File: config.mk
export PLATFORM = sky130hd
export DESIGN_NAME = sync_length_opcode_frame_receiver_core_flat
export DESIGN_NICKNAME = d
export VERILOG_FILES = /design/src/rtl/slofr_pkg.sv /design/src/rtl/slofr_if.sv /design/src/rtl/slofr_cfg.sv /design/src/rtl/slofr_parser.sv /design/src/rtl/slofr_out_reg.sv /design/src/rtl/sync_length_opcode_frame_receiver_core.sv /design/src/flat_wrapper.sv
export SDC_FILE = /design/constraint.sdc
export NUM_CORES = 1
export LEC_CHECK = 0
export BUFFER_PORTS_ARGS = -buffer_cell sky130_fd_sc_hd__buf_2
export CAP_MARGIN = 15
export CORE_UTILIZATION = 55
export CTS_CLUSTER_DIAMETER = 50
export DETAILED_ROUTE_END_ITERATION = 6
export PLACE_DENSITY = 0.74
export SKIP_CTS_REPAIR_TIMING = 1
export SLEW_MARGIN = 20
export SYNTH_ARGS = -nofsm -noshare
export SYNTH_HDL_FRONTEND = slang
export SYNTH_SLANG_ARGS = --single-unit
export TNS_END_PERCENT = 1
File: constraint.sdc
create_clock -name clk -period 3.4 [get_ports clk]
set_input_delay 0.68 -clock clk [delete_from_list [all_inputs] [get_ports clk]]
set_output_delay 0.68 -clock clk [all_outputs]
set_load 0.1 [all_outputs]
File: src/rtl/slofr_pkg.sv
package slofr_pkg;

	localparam int HEADER_BYTES = 6;
	localparam int MAX_SLOTS    = 6;

	localparam logic [7:0] SYNC_FIRST  = 8'h55;
	localparam logic [7:0] SYNC_SECOND = 8'hAA;

	typedef logic [2:0] cfg_idx_t;

	localparam cfg_idx_t REG_ENABLE_MASK = 3'd6;

	typedef enum logic [1:0] {
		KIND_PAYLOAD = 2'd0,
		KIND_SUM_GOOD = 2'd1,
		KIND_SUM_BAD = 2'd2
	} kind_t;

	typedef struct packed {
		kind_t       kind;
		logic [7:0]  payload_byte;
		logic [15:0] byte_index;
		logic [15:0] frame_opcode;
		logic [15:0] frame_length;
		logic        last;
	} result_t;

	typedef struct packed {
		logic [MAX_SLOTS-1:0][15:0] opcode;
		logic [MAX_SLOTS-1:0]       enable;
	} opcode_tbl_t;

endpackage

File: src/rtl/slofr_if.sv
interface slofr_byte_if;
	logic       valid;
	logic       ready;
	logic [7:0] rx_byte;

	modport source (output valid, output rx_byte, input ready);
	modport sink (input valid, input rx_byte, output ready);
endinterface

interface slofr_result_if;
	import slofr_pkg::*;
	logic        valid;
	logic        ready;
	kind_t       kind;
	logic [7:0]  payload_byte;
	logic [15:0] byte_index;
	logic [15:0] frame_opcode;
	logic [15:0] frame_length;
	logic        last;

	modport source (output valid, output kind, output payload_byte, output byte_index,
		output frame_opcode, output frame_length, output last, input ready);
	modport sink (input valid, input kind, input payload_byte, input byte_index,
		input frame_opcode, input frame_length, input last, output ready);
endinterface

interface slofr_cfg_if;
	logic        valid;
	logic        ready;
	logic [2:0]  index;
	logic [15:0] data;

	modport source (output valid, output index, output data, input ready);
	modport sink (input valid, input index, input data, output ready);
endinterface

File: src/rtl/slofr_cfg.sv
module slofr_cfg #(
	parameter int OPCODE_SLOTS = 6
) (
	input  logic                  clk,
	input  logic                  arst_n,
	slofr_cfg_if.sink             cfg,
	output slofr_pkg::opcode_tbl_t tbl
);
	import slofr_pkg::*;

	localparam logic [MAX_SLOTS-1:0] SlotMask = MAX_SLOTS'((1 << OPCODE_SLOTS) - 1);

	logic [MAX_SLOTS-1:0] mask_q;
	logic                 wr;

	assign cfg.ready = 1'b1;
	assign wr = cfg.valid;

	always_ff @(posedge clk or negedge arst_n) begin
		if (!arst_n) begin
			mask_q <= '0;
		end else if (wr && cfg.index == REG_ENABLE_MASK) begin
			mask_q <= cfg.data[MAX_SLOTS-1:0];
		end
	end

	for (genvar g = 0; g < MAX_SLOTS; g++) begin : g_slot
		if (g < OPCODE_SLOTS) begin : g_used
			logic [15:0] op_q;

			always_ff @(posedge clk or negedge arst_n) begin
				if (!arst_n) begin
					op_q <= '0;
				end else if (wr && cfg.index == cfg_idx_t'(g)) begin
					op_q <= cfg.data;
				end
			end

			assign tbl.opcode[g] = op_q;
		end else begin : g_absent
			assign tbl.opcode[g] = '0;
		end
	end

	assign tbl.enable = mask_q & SlotMask;

endmodule

File: src/rtl/slofr_parser.sv
module slofr_parser (
	input  logic                   clk,
	input  logic                   arst_n,
	input  logic                   step,
	input  logic [7:0]             byte_in,
	input  slofr_pkg::opcode_tbl_t tbl,
	output logic                   res_valid,
	output slofr_pkg::result_t     res
);
	import slofr_pkg::*;

	localparam int WinDepth = HEADER_BYTES - 1;

	logic [7:0]  win_q [WinDepth];
	logic [2:0]  fill_q;
	logic        in_payload_q;
	logic [15:0] remain_q;
	logic [15:0] pos_q;
	logic [7:0]  sum_q;
	logic [15:0] len_q;
	logic [15:0] op_q;

	logic                 hdr_done;
	logic [15:0]          hdr_len;
	logic [15:0]          hdr_op;
	logic [MAX_SLOTS-1:0] slot_hit;
	logic                 hdr_ok;
	logic [7:0]           hdr_sum;

	assign hdr_done = !in_payload_q && fill_q == 3'(WinDepth);
	assign hdr_len  = {win_q[2], win_q[3]};
	assign hdr_op   = {win_q[4], byte_in};
	assign hdr_sum  = win_q[2] + win_q[3] + win_q[4] + byte_in;

	always_comb begin
		for (int i = 0; i < MAX_SLOTS; i++) begin
			slot_hit[i] = tbl.enable[i] && tbl.opcode[i] == hdr_op;
		end
	end

	assign hdr_ok = win_q[0] == SYNC_FIRST && win_q[1] == SYNC_SECOND && |slot_hit;

	always_comb begin
		res_valid        = in_payload_q;
		res.frame_opcode = op_q;
		res.frame_length = len_q;
		if (remain_q != '0) begin
			res.kind         = KIND_PAYLOAD;
			res.payload_byte = byte_in;
			res.byte_index   = pos_q;
			res.last         = 1'b0;
		end else begin
			res.kind         = (byte_in == sum_q) ? KIND_SUM_GOOD : KIND_SUM_BAD;
			res.payload_byte = '0;
			res.byte_index   = '0;
			res.last         = 1'b1;
		end
	end

	always_ff @(posedge clk or negedge arst_n) begin
		if (!arst_n) begin
			fill_q       <= '0;
			in_payload_q <= 1'b0;
			remain_q     <= '0;
			pos_q        <= '0;
			sum_q        <= '0;
			len_q        <= '0;
			op_q         <= '0;
		end else if (step) begin
			if (in_payload_q) begin
				if (remain_q != '0) begin
					sum_q    <= sum_q + byte_in;
					pos_q    <= pos_q + 16'd1;
					remain_q <= remain_q - 16'd1;
				end else begin
					in_payload_q <= 1'b0;
					fill_q       <= '0;
				end
			end else if (hdr_done) begin
				if (hdr_ok) begin
					len_q        <= hdr_len;
					op_q         <= hdr_op;
					in_payload_q <= 1'b1;
					remain_q     <= hdr_len;
					pos_q        <= '0;
					sum_q        <= hdr_sum;
					fill_q       <= '0;
				end
			end else begin
				fill_q <= fill_q + 3'd1;
			end
		end
	end

	// The window holds the five oldest header bytes; the sixth is the current word.
	for (genvar g = 0; g < WinDepth; g++) begin : g_win
		always_ff @(posedge clk or negedge arst_n) begin
			if (!arst_n) begin
				win_q[g] <= '0;
			end else if (step && !in_payload_q) begin
				if (hdr_done) begin
					if (!hdr_ok) begin
						win_q[g] <= (g == WinDepth - 1) ? byte_in : win_q[(g + 1) % WinDepth];
					end
				end else if (fill_q == 3'(g)) begin
					win_q[g] <= byte_in;
				end
			end
		end
	end

endmodule

File: src/rtl/slofr_out_reg.sv
module slofr_out_reg (
	input  logic               clk,
	input  logic               arst_n,
	input  logic               load,
	input  slofr_pkg::result_t din,
	output logic               free,
	slofr_result_if.source     res
);
	import slofr_pkg::*;

	logic    valid_q;
	result_t data_q;

	assign free = !valid_q || res.ready;

	always_ff @(posedge clk or negedge arst_n) begin
		if (!arst_n) begin
			valid_q <= 1'b0;
		end else if (free) begin
			valid_q <= load;
		end
	end

	always_ff @(posedge clk) begin
		if (free && load) begin
			data_q <= din;
		end
	end

	assign res.valid        = valid_q;
	assign res.kind         = data_q.kind;
	assign res.payload_byte = data_q.payload_byte;
	assign res.byte_index   = data_q.byte_index;
	assign res.frame_opcode = data_q.frame_opcode;
	assign res.frame_length = data_q.frame_length;
	assign res.last         = data_q.last;

endmodule

File: src/rtl/sync_length_opcode_frame_receiver_core.sv
// Frame receiver for a byte stream: it hunts for a six-byte header (sync 55 AA, big-endian
// length, big-endian opcode matching an enabled opcode register), sliding one byte on each
// failed header, then emits one word per payload byte and a final word that reports whether
// the trailing checksum byte matched. A byte is taken every clock cycle when the result side
// keeps up; each byte passes through the input register and its result is then presented
// from the output register. The opcode registers are written through the configuration port,
// which is always ready, and should only be changed while no frame is in flight.
module sync_length_opcode_frame_receiver_core #(
	parameter int OPCODE_SLOTS = 6
) (
	input  logic           clk,
	input  logic           arst_n,
	slofr_byte_if.sink     rx,
	slofr_result_if.source res,
	slofr_cfg_if.sink      cfg
);
	import slofr_pkg::*;

	logic        valid_s1;
	logic [7:0]  byte_s1;
	logic        out_free;
	logic        advance;
	logic        res_valid;
	result_t     res_data;
	opcode_tbl_t tbl;

	assign advance  = valid_s1 && out_free;
	assign rx.ready = !valid_s1 || out_free;

	always_ff @(posedge clk or negedge arst_n) begin
		if (!arst_n) begin
			valid_s1 <= 1'b0;
		end else if (rx.ready) begin
			valid_s1 <= rx.valid;
		end
	end

	always_ff @(posedge clk) begin
		if (rx.valid && rx.ready) begin
			byte_s1 <= rx.rx_byte;
		end
	end

	slofr_cfg #(
		.OPCODE_SLOTS(OPCODE_SLOTS)
	) u_cfg (
		.clk    (clk),
		.arst_n (arst_n),
		.cfg    (cfg),
		.tbl    (tbl)
	);

	slofr_parser u_parser (
		.clk       (clk),
		.arst_n    (arst_n),
		.step      (advance),
		.byte_in   (byte_s1),
		.tbl       (tbl),
		.res_valid (res_valid),
		.res       (res_data)
	);

	slofr_out_reg u_out (
		.clk    (clk),
		.arst_n (arst_n),
		.load   (advance && res_valid),
		.din    (res_data),
		.free   (out_free),
		.res    (res)
	);

endmodule

File: src/flat_wrapper.sv
// flat-port wrapper written by rule: the top's interface ports become plain ports
module sync_length_opcode_frame_receiver_core_flat import slofr_pkg::*;
#(
	parameter int OPCODE_SLOTS = 6
)
  (clk, arst_n, rx_valid, rx_rx_byte, rx_ready, res_valid, res_kind, res_payload_byte, res_byte_index, res_frame_opcode, res_frame_length, res_last, res_ready, cfg_valid, cfg_index, cfg_data, cfg_ready);
  slofr_byte_if rx_i ();
  slofr_result_if res_i ();
  slofr_cfg_if cfg_i ();
  input  logic clk;
  input  logic arst_n;
  input wire logic [$bits(rx_i.valid)-1:0] rx_valid;
  input wire logic [$bits(rx_i.rx_byte)-1:0] rx_rx_byte;
  output wire logic [$bits(rx_i.ready)-1:0] rx_ready;
  output wire logic [$bits(res_i.valid)-1:0] res_valid;
  output wire logic [$bits(res_i.kind)-1:0] res_kind;
  output wire logic [$bits(res_i.payload_byte)-1:0] res_payload_byte;
  output wire logic [$bits(res_i.byte_index)-1:0] res_byte_index;
  output wire logic [$bits(res_i.frame_opcode)-1:0] res_frame_opcode;
  output wire logic [$bits(res_i.frame_length)-1:0] res_frame_length;
  output wire logic [$bits(res_i.last)-1:0] res_last;
  input wire logic [$bits(res_i.ready)-1:0] res_ready;
  input wire logic [$bits(cfg_i.valid)-1:0] cfg_valid;
  input wire logic [$bits(cfg_i.index)-1:0] cfg_index;
  input wire logic [$bits(cfg_i.data)-1:0] cfg_data;
  output wire logic [$bits(cfg_i.ready)-1:0] cfg_ready;
  assign rx_i.valid = rx_valid;
  assign rx_i.rx_byte = rx_rx_byte;
  assign rx_ready = rx_i.ready;
  assign res_valid = res_i.valid;
  assign res_kind = res_i.kind;
  assign res_payload_byte = res_i.payload_byte;
  assign res_byte_index = res_i.byte_index;
  assign res_frame_opcode = res_i.frame_opcode;
  assign res_frame_length = res_i.frame_length;
  assign res_last = res_i.last;
  assign res_i.ready = res_ready;
  assign cfg_i.valid = cfg_valid;
  assign cfg_i.index = cfg_index;
  assign cfg_i.data = cfg_data;
  assign cfg_ready = cfg_i.ready;
  sync_length_opcode_frame_receiver_core #(.OPCODE_SLOTS(OPCODE_SLOTS)) u_core (.clk(clk), .arst_n(arst_n), .rx(rx_i), .res(res_i), .cfg(cfg_i));
endmodule
==> metrics.txt, run 1 <==
pwr dens=796.0 nW/um^2; n_diodes=0; Peak VDD IR=0.0004759 V; area grow syn2layout=16.62%; pin count of the biggest net entering global routing=80; Worst EP arrival=3.69 ns; GRT Total Usage=0.2531; via count=9108; max cap viols=0; Synth Area in XOR/XNOR=0.07283; Worst setup EP type=flip-flop; height of the die=159.2 um; die area=25340 sq um; Post-synth ARST share=0.7666; mux share of post-synthesis cell area=0.1193; failing checks=design-rule violations; grt ovf=0; Worst Setup Start Kind=flip-flop; Mapped Cells=1147; Comb power frac=0.340; Worst-Margin Slew=1.001 ns; vias in the first global route=9159; Port Buffers=92; DRT iter0 DRCs=625; most numerous cell in the Yosys netlist=dfrtp_1; share of layout cells above drive strength 1=0.2593; Routability Congestion=0.8615; syn nets=1215; Initial Util=0.5604; Fin. Hold Viols=0; Critical Path RT=3.82 ns; Seq cells post-synth=287; sequential share of power=0.368; status=finished, violations left; largest family of logic cells by synthesized area=multiplexers; CTS root buf=clkbuf_16; WHS=0.1567 ns; Synth Area in Compound Gates=0.07311; top cells by count, synth=dfrtp_1, mux2_2, nand2_1; sequential area share after synthesis=0.5532; Hold/Removal Path Class=primary input to asynchronous set/reset pin; Die W=159.2 um; Clk Latency, worst-skew pair=0.51 ns; RSZ-0062 raised after global routing=no; Post-synth EDFFs=67; Tot Pwr=0.01262 W; clock buffer depth=3; Slew HR=0.3300; fin crit share=0.9594; yosys warns=0; Sw Ratio=0.3453; Int Pwr=0.008260 W; net switching power=0.004355 W; DR DRC count=4; placed cells=1555; Crit Path Max Fanout=8; Pins Over Slew Limit=0; leak pwr=7.116 nW; Ports=94; nets@finish=1335; H-tree lvl count=2; simple-gate share of the synthesized area=0.1039; leading area contributor after synthesis=dfrtp_1; first-pass GRT wire length=50.03 mm; Tmin final=3.262 ns; Synth top area share=0.4051; final setup fails=0; Clock transition at path regs=0.06 ns; DPL Wire Length=21.64 mm; Final Instance Area=15850 sq um; Area contributors post-synth=dfrtp_1, edfxtp_1, mux2_2; Final Non-Filler Cells=1616; wire per inst=19.32 um; Netlist Area Pre-Place=13590 sq um; CP Class=flip-flop to flip-flop; vias per inst=5.636; Post-synth top flop=dfrtp_1; Synth Area in Adders=0.04143; CTS Buf Count=34; placed standard-cell area=14680 sq um; FP Rows=57; Max Freq=0.3066 GHz; drt pass-1 iters=7; CTS tree=yes; Clock Sinks=287; Post-Route WL=31.22 mm; setup_tns=0 ns; Syn Area/Cell=11.85 sq um; Post-Route Skew=0.01674 ns; clock share of power=0.292; Core ar.=24250 sq um; ANT nets after route=0; initial antenna violation count=0; library cells used by synthesis=58
==> cell type report <==
class                      count  area [sq um]
timing repair buffer         140         905.9
sequential                   287          7518
clock inverter                16         150.1
fill                        1857          8401
tap                          324         405.4
multi-input combinational    742          5624
inverter                      62         236.5
clock buffer                  45          1007
==> power by group through the flow <==
stage	registers (W)	clock network (W)	logic (W)
6_report	0.00464	0.00369	0.00429
5_1_grt	0.00469	0.00387	0.00478
4_1_cts	0.00462	0.00374	0.00429
3_5_place_dp	0.00468	0	0.00426
3_3_place_gp	0.00465	0	0.00420
2_1_floorplan	0.00439	0	0.00324
==> per-stage QoR <==
stage | utilization | worst slack (ns)
after floorplan | - | 0.2191
after global placement | 0.6054 | 0.1820
after detailed placement | 0.6054 | 0.04788
after CTS | 0.6531 | 0.03173
after global routing | 0.6536 | 0.01762
final | 0.6536 | 0.1382
==> state kept, by name (all words and copies together), names as in the netlist, 2 cells and up <==
signal	flops
u_core.byte_s1	8
u_core.u_cfg.g_slot.g_used.op_q	96
u_core.u_cfg.mask_q	6
u_core.u_out.res.byte_index	16
u_core.u_out.res.frame_length	16
u_core.u_out.res.frame_opcode	16
u_core.u_out.res.kind	2
u_core.u_out.res.payload_byte	8
u_core.u_parser.fill_q	3
u_core.u_parser.hdr_len	16
u_core.u_parser.hdr_op	8
u_core.u_parser.len_q	16
u_core.u_parser.op_q	16
u_core.u_parser.pos_q	16
u_core.u_parser.remain_q	16
u_core.u_parser.sum_q	8
u_core.u_parser.win_q	16
==> worst max-delay path, stage by stage (launching register included) <==
cell	delay, ns
edfxtp_1	0.69
buf_4	0.21
xor2_1	0.13
nor4_1	0.08
nand3_1	0.09
o32ai_1	0.11
buf_4	0.16
o31ai_1	0.45
nand2_1	0.17
nor2_1	0.80
mux2i_1	0.30
==> routing by layer <==
metal | GRT usage | wire length (um) | vias up
li1 | - | - | 4223
met1 | 0.3259 | 13160 | 4580
met2 | 0.4352 | 15710 | 244
met3 | 0.04064 | 1403 | 61
met4 | 0.09003 | 951 | 0
met5 | 0 | 0 | -
==> cell families (layout without fill, tap and decap cells) <==
kind of cell               after synthesis  after routing
DFF                                    287            287
xor gates and xnor gates               113            113
buffers and inverters                  118            263
adders and majority gates               36             36
AOI/OAI and AO/OA                      172            172
other                                    1              1
muxes                                  148            148
and+or+nand+nor                        272            272
==> cells in the final DEF, fill, tap and decap left out, types with 5 or more instances in the layout <==
| cell | instances |
|---|---|
| nor2b_1 | 5 |
| fa_1 | 15 |
| and2_1 | 22 |
| clkinvlp_4 | 5 |
| mux2_2 | 112 |
| o211ai_1 | 5 |
| mux2i_1 | 36 |
| nand3_1 | 31 |
| edfxtp_1 | 67 |
| buf_12 | 6 |
| buf_4 | 42 |
| buf_2 | 91 |
| o21ai_0 | 53 |
| nor3_1 | 15 |
| nor4_1 | 17 |
| dfrtp_1 | 219 |
| clkbuf_16 | 38 |
| nand4b_1 | 8 |
| nor2_1 | 38 |
| ha_1 | 21 |
| xnor2_1 | 28 |
| xor2_1 | 85 |
| inv_1 | 58 |
| o22ai_1 | 11 |
| or2_2 | 6 |
| nand2b_1 | 8 |
| nand2_1 | 87 |
| a21oi_1 | 69 |
==> worst paths after layout <==
kind	startpoint	to	slack (ns)	cells after the start
max	u_core.byte_s1[4]	u_core.u_parser.hdr_len[6]	0.14	10
min in group clk	rx_rx_byte[0]	u_core.byte_s1[0]	0.35	1
max reg2reg	u_core.byte_s1[4]	u_core.u_parser.hdr_len[6]	0.14	10
max in group asynchronous	arst_n	u_core.u_parser.len_q[1]	2.46	2
min reg2reg	u_core.u_parser.op_q[7]	u_core.u_out.res.frame_opcode[7]	0.44	0
min	arst_n	u_core.u_parser.pos_q[5]	0.16	1
(Power assumes the default switching activity.)
==> run 2, diff against run 1 <==
Settings changed: ABC_AREA from default to 1, PLACE_DENSITY 0.74 to default, PLACE_DENSITY_LB_ADDON from default to 0.08.
==> run 2 against run 1 <==
Compared with the run above:
- the run now ends clean
- clock skew grew 0.0085 ns
- non-clock buffer count grew 3
- power shrank 1.1%
- critical endpoint is now u_core.u_parser.sum_q[7]
- worst hold slack lost 0.044 ns
==> metrics.txt, run 2 <==
leak pwr=8.816 nW (was 7.116 nW); CTS Buf Count=37 (was 34); critical path's top delay family=adder cells (was simple AND/OR/NAND/NOR gates); path depth of the worst reg2reg path=14 (was 10); met1 Track Usage GR=0.4327 (was 0.3259); CTS tree=yes (unchanged); most numerous cell in the Yosys netlist=nand2_1 (was dfrtp_1); syn nets=2016 (was 1215); n_diodes=0 (unchanged); pwr dens=717.0 nW/um^2 (was 796.0 nW/um^2); Post-Route Skew=0.02525 ns (was 0.01674 ns); Worst EP arrival=3.65 ns (was 3.69 ns); Sw Ratio=0.3712 (was 0.3453); reg2reg start=u_core.u_parser.hdr_len[1] (was u_core.byte_s1[4]); Slew HR=0.2775 (was 0.3300); commonest non-fill, non-tap cells in the layout=nand2_1, dfrtp_1, inv_1, o21ai_0, nor2_1 (was dfrtp_1, mux2_2, buf_2, nand2_1, xor2_1); crit-path cells=inv_1, fa_1, fa_1, inv_1, ha_1, fa_1, nand3_1, nand3_1, a21o_1, a21oi_1, nor2_1, o21ai_0, nand3_1, nand2_1 (was buf_4, xor2_1, nor4_1, nand3_1, o32ai_1, buf_4, o31ai_1, nand2_1, nor2_1, mux2i_1); Worst-Margin Slew=1.081 ns (was 1.001 ns); top cells by count, synth=nand2_1, dfrtp_1, inv_1 (was dfrtp_1, mux2_2, nand2_1); placed standard-cell area=16200 sq um (was 14680 sq um); Crit-path slowest cell=fa_1 (was nor2_1); Netlist Area Pre-Place=15210 sq um (was 13590 sq um); Util after Layout=0.6442 (was 0.6536); grt ovf=0 (unchanged); RSZ-0062 raised after global routing=no (unchanged); Port Buffers=92 (unchanged); vias per inst=5.529 (was 5.636); Crit Path Max Fanout=4 (was 8); Post-synth EDFFs=67 (unchanged); Peak VDD IR=0.0004531 V (was 0.0004759 V); Fin. Hold Viols=0 (unchanged); sequential share of power=0.353 (was 0.368); Register Area=7517 sq um (was 7518 sq um); height of the die=168.3 um (was 159.2 um); yosys warns=0 (unchanged); Worst Setup Start Kind=flip-flop (unchanged); leading area contributor after synthesis=dfrtp_1 (unchanged); wire per inst=18.38 um (was 19.32 um); CP Class=flip-flop to flip-flop (unchanged); Clock Sinks=287 (unchanged); Largest stage delay, worst path=0.54 ns (was 0.80 ns); vias in the first global route=12.40k (was 9159); clock buffer depth=3 (unchanged); sequential area share after synthesis=0.4942 (was 0.5532); initial antenna violation count=0 (unchanged); Area contributors post-synth=dfrtp_1, nand2_1, edfxtp_1 (was dfrtp_1, edfxtp_1, mux2_2); Routability Congestion=0.9859 (was 0.8615); Worst setup EP type=flip-flop (unchanged); Syn Area/Cell=7.808 sq um (was 11.85 sq um); die area=28320 sq um (was 25340 sq um); Clk Latency, worst-skew pair=0.53 ns (was 0.51 ns); multi-input logic area=6570 sq um (was 5624 sq um); Mapped Cells=1948 (was 1147); reg2reg end=u_core.u_parser.sum_q[7] (was u_core.u_parser.hdr_len[6]); met3 Use GR=0.04866 (was 0.04064); Post-Route WL=44.49 mm (was 31.22 mm); Tmin final=3.209 ns (was 3.262 ns); Ports=94 (unchanged); FP Rows=60 (was 57); Die W=168.3 um (was 159.2 um); status=complete, no violations (was finished, violations left); commonest non-fill, non-tap cell in the layout=nand2_1 (was dfrtp_1); Buf/Inv on CP=2 (unchanged); max reg flops=96 (unchanged); Final Instance Area=17410 sq um (was 15850 sq um); r2r setup slk=0.19 ns (was 0.14 ns); clock share of power=0.307 (was 0.292); CTS root buf=clkbuf_16 (unchanged); Int Pwr=0.007850 W (was 0.008260 W); Hold/Removal Path Class=primary input to asynchronous set/reset pin (unchanged); DPL Wire Length=30.74 mm (was 21.64 mm); nets@finish=2119 (was 1335); Final WS setup=0.1911 ns (was 0.1382 ns); fin crit share=0.9438 (was 0.9594); Critical Path RT=3.84 ns (was 3.82 ns); FILL cells=2406 (was 1857); Core ar.=27030 sq um (was 24250 sq um); drt pass-1 iters=6 (was 7); GR peak layer=met2 (unchanged); DR DRC count=0 (was 4); H-tree lvl count=2 (unchanged); area grow syn2layout=14.45% (was 16.62%); GRT Total Usage=0.3218 (was 0.2531); library cells used by synthesis=38 (was 58); Initial Util=0.5628 (was 0.5604); met2 usage=0.5272 (was 0.4352); DRT iter0 DRCs=1511 (was 625); Post-synth top flop=dfrtp_1 (unchanged); Clock transition at path regs=0.06 ns (about the same); Max Freq=0.3116 GHz (was 0.3066 GHz); share of layout cells above drive strength 1=0.1106 (was 0.2593); Reg with most FFs=u_core.u_cfg.g_slot.g_used.op_q (unchanged); Pins Over Slew Limit=0 (unchanged); net switching power=0.004633 W (was 0.004355 W); Seq cells post-synth=287 (unchanged); max cap viols=0 (unchanged); setup_tns=0 ns (unchanged); pin count of the biggest net entering global routing=66 (was 80); final setup fails=0 (unchanged); ANT nets after route=0 (unchanged); Comb power frac=0.340 (about the same); via count=13.38k (was 9108); first-pass GRT wire length=69.25 mm (was 50.03 mm); pre-CTS setup slack=0.2272 ns (was 0.04788 ns); Post-synth ARST share=0.7666 (unchanged); Synth top area share=0.3619 (was 0.4051)
## run 2: worst max path at each step
| stage | start | end | slack, ns | cells past startpoint |
|---|---|---|---|---|
| 2_1_floorplan | u_core.u_parser.hdr_op[9] | u_core.u_parser.sum_q[7] | 0.28 | 15 |
| 6_report | u_core.u_parser.hdr_len[1] | u_core.u_parser.sum_q[7] | 0.19 | 14 |
| 3_5_place_dp | u_core.u_parser.hdr_len[1] | u_core.u_parser.sum_q[7] | 0.23 | 14 |
| 5_1_grt | u_core.u_parser.hdr_len[1] | u_core.u_parser.sum_q[7] | 0.006 | 15 |
| 3_3_place_gp | u_core.u_parser.hdr_len[1] | u_core.u_parser.sum_q[7] | 0.26 | 14 |
| 4_1_cts | u_core.u_parser.hdr_len[1] | u_core.u_parser.sum_q[7] | 0.20 | 14 |
## run 2: logic make-up (layout without fill, tap and decap cells)
logic type	Yosys count	after routing	synth area share
compound gates	220	220	0.07420
xor+xnor	42	42	0.02418
fa+ha+maj	36	36	0.03702
buf+inv	285	416	0.07469
flops	287	287	0.4942
other cells	1	1	0.0002465
simple gates	1077	1077	0.2955
## run 2: layout make-up
type	instances	share of cell area
tap	341	0.02451
sequential	287	0.4318
inverter	206	0.04442
clock inverter	21	0.01128
clock buffer	46	0.05800
multi-input combinational	1376	0.3774
timing repair buffer	143	0.05261
## run 2: worst register-to-register path, stage by stage (launching register included)
cell and delay (ns):
dfrtp_1 0.40, inv_1 0.09, fa_1 0.51, fa_1 0.54, inv_1 0.04, ha_1 0.22
fa_1 0.41, nand3_1 0.10, nand3_1 0.10, a21o_1 0.17, a21oi_1 0.16, nor2_1 0.06
o21ai_0 0.17, nand3_1 0.09, nand2_1 0.08
## run 2: per-layer routing
metal | share of wire | vias up | wire, um
li1 | - | 6445 | -
met1 | 0.41 | 6307 | 18360
met2 | 0.47 | 529 | 20810
met3 | 0.081 | 100 | 3615
met4 | 0.038 | 0 | 1707
met5 | 0 | - | 0
## run 2: through the flow
step | total power [W] | cells | hold slack [ns]
after floorplan | 0.007348 | 1948 | 0.3844
after global placement | 0.008569 | 2353 | 0.4290
after detailed placement | 0.008635 | 2353 | 0.4317
after CTS | 0.01248 | 2420 | 0.1416
after global routing | 0.01327 | 2420 | 0.1517
final | 0.01248 | 2420 | 0.1130
## run 2: power by group through the flow
stage | combinational [W] | sequential (W) | clock [W]
2_1_floorplan | 0.00304 | 0.00431 | 0
3_3_place_gp | 0.00413 | 0.00443 | 0
3_5_place_dp | 0.00419 | 0.00445 | 0
4_1_cts | 0.00421 | 0.00439 | 0.00387
5_1_grt | 0.00479 | 0.00447 | 0.00402
6_report | 0.00425 | 0.00441 | 0.00383
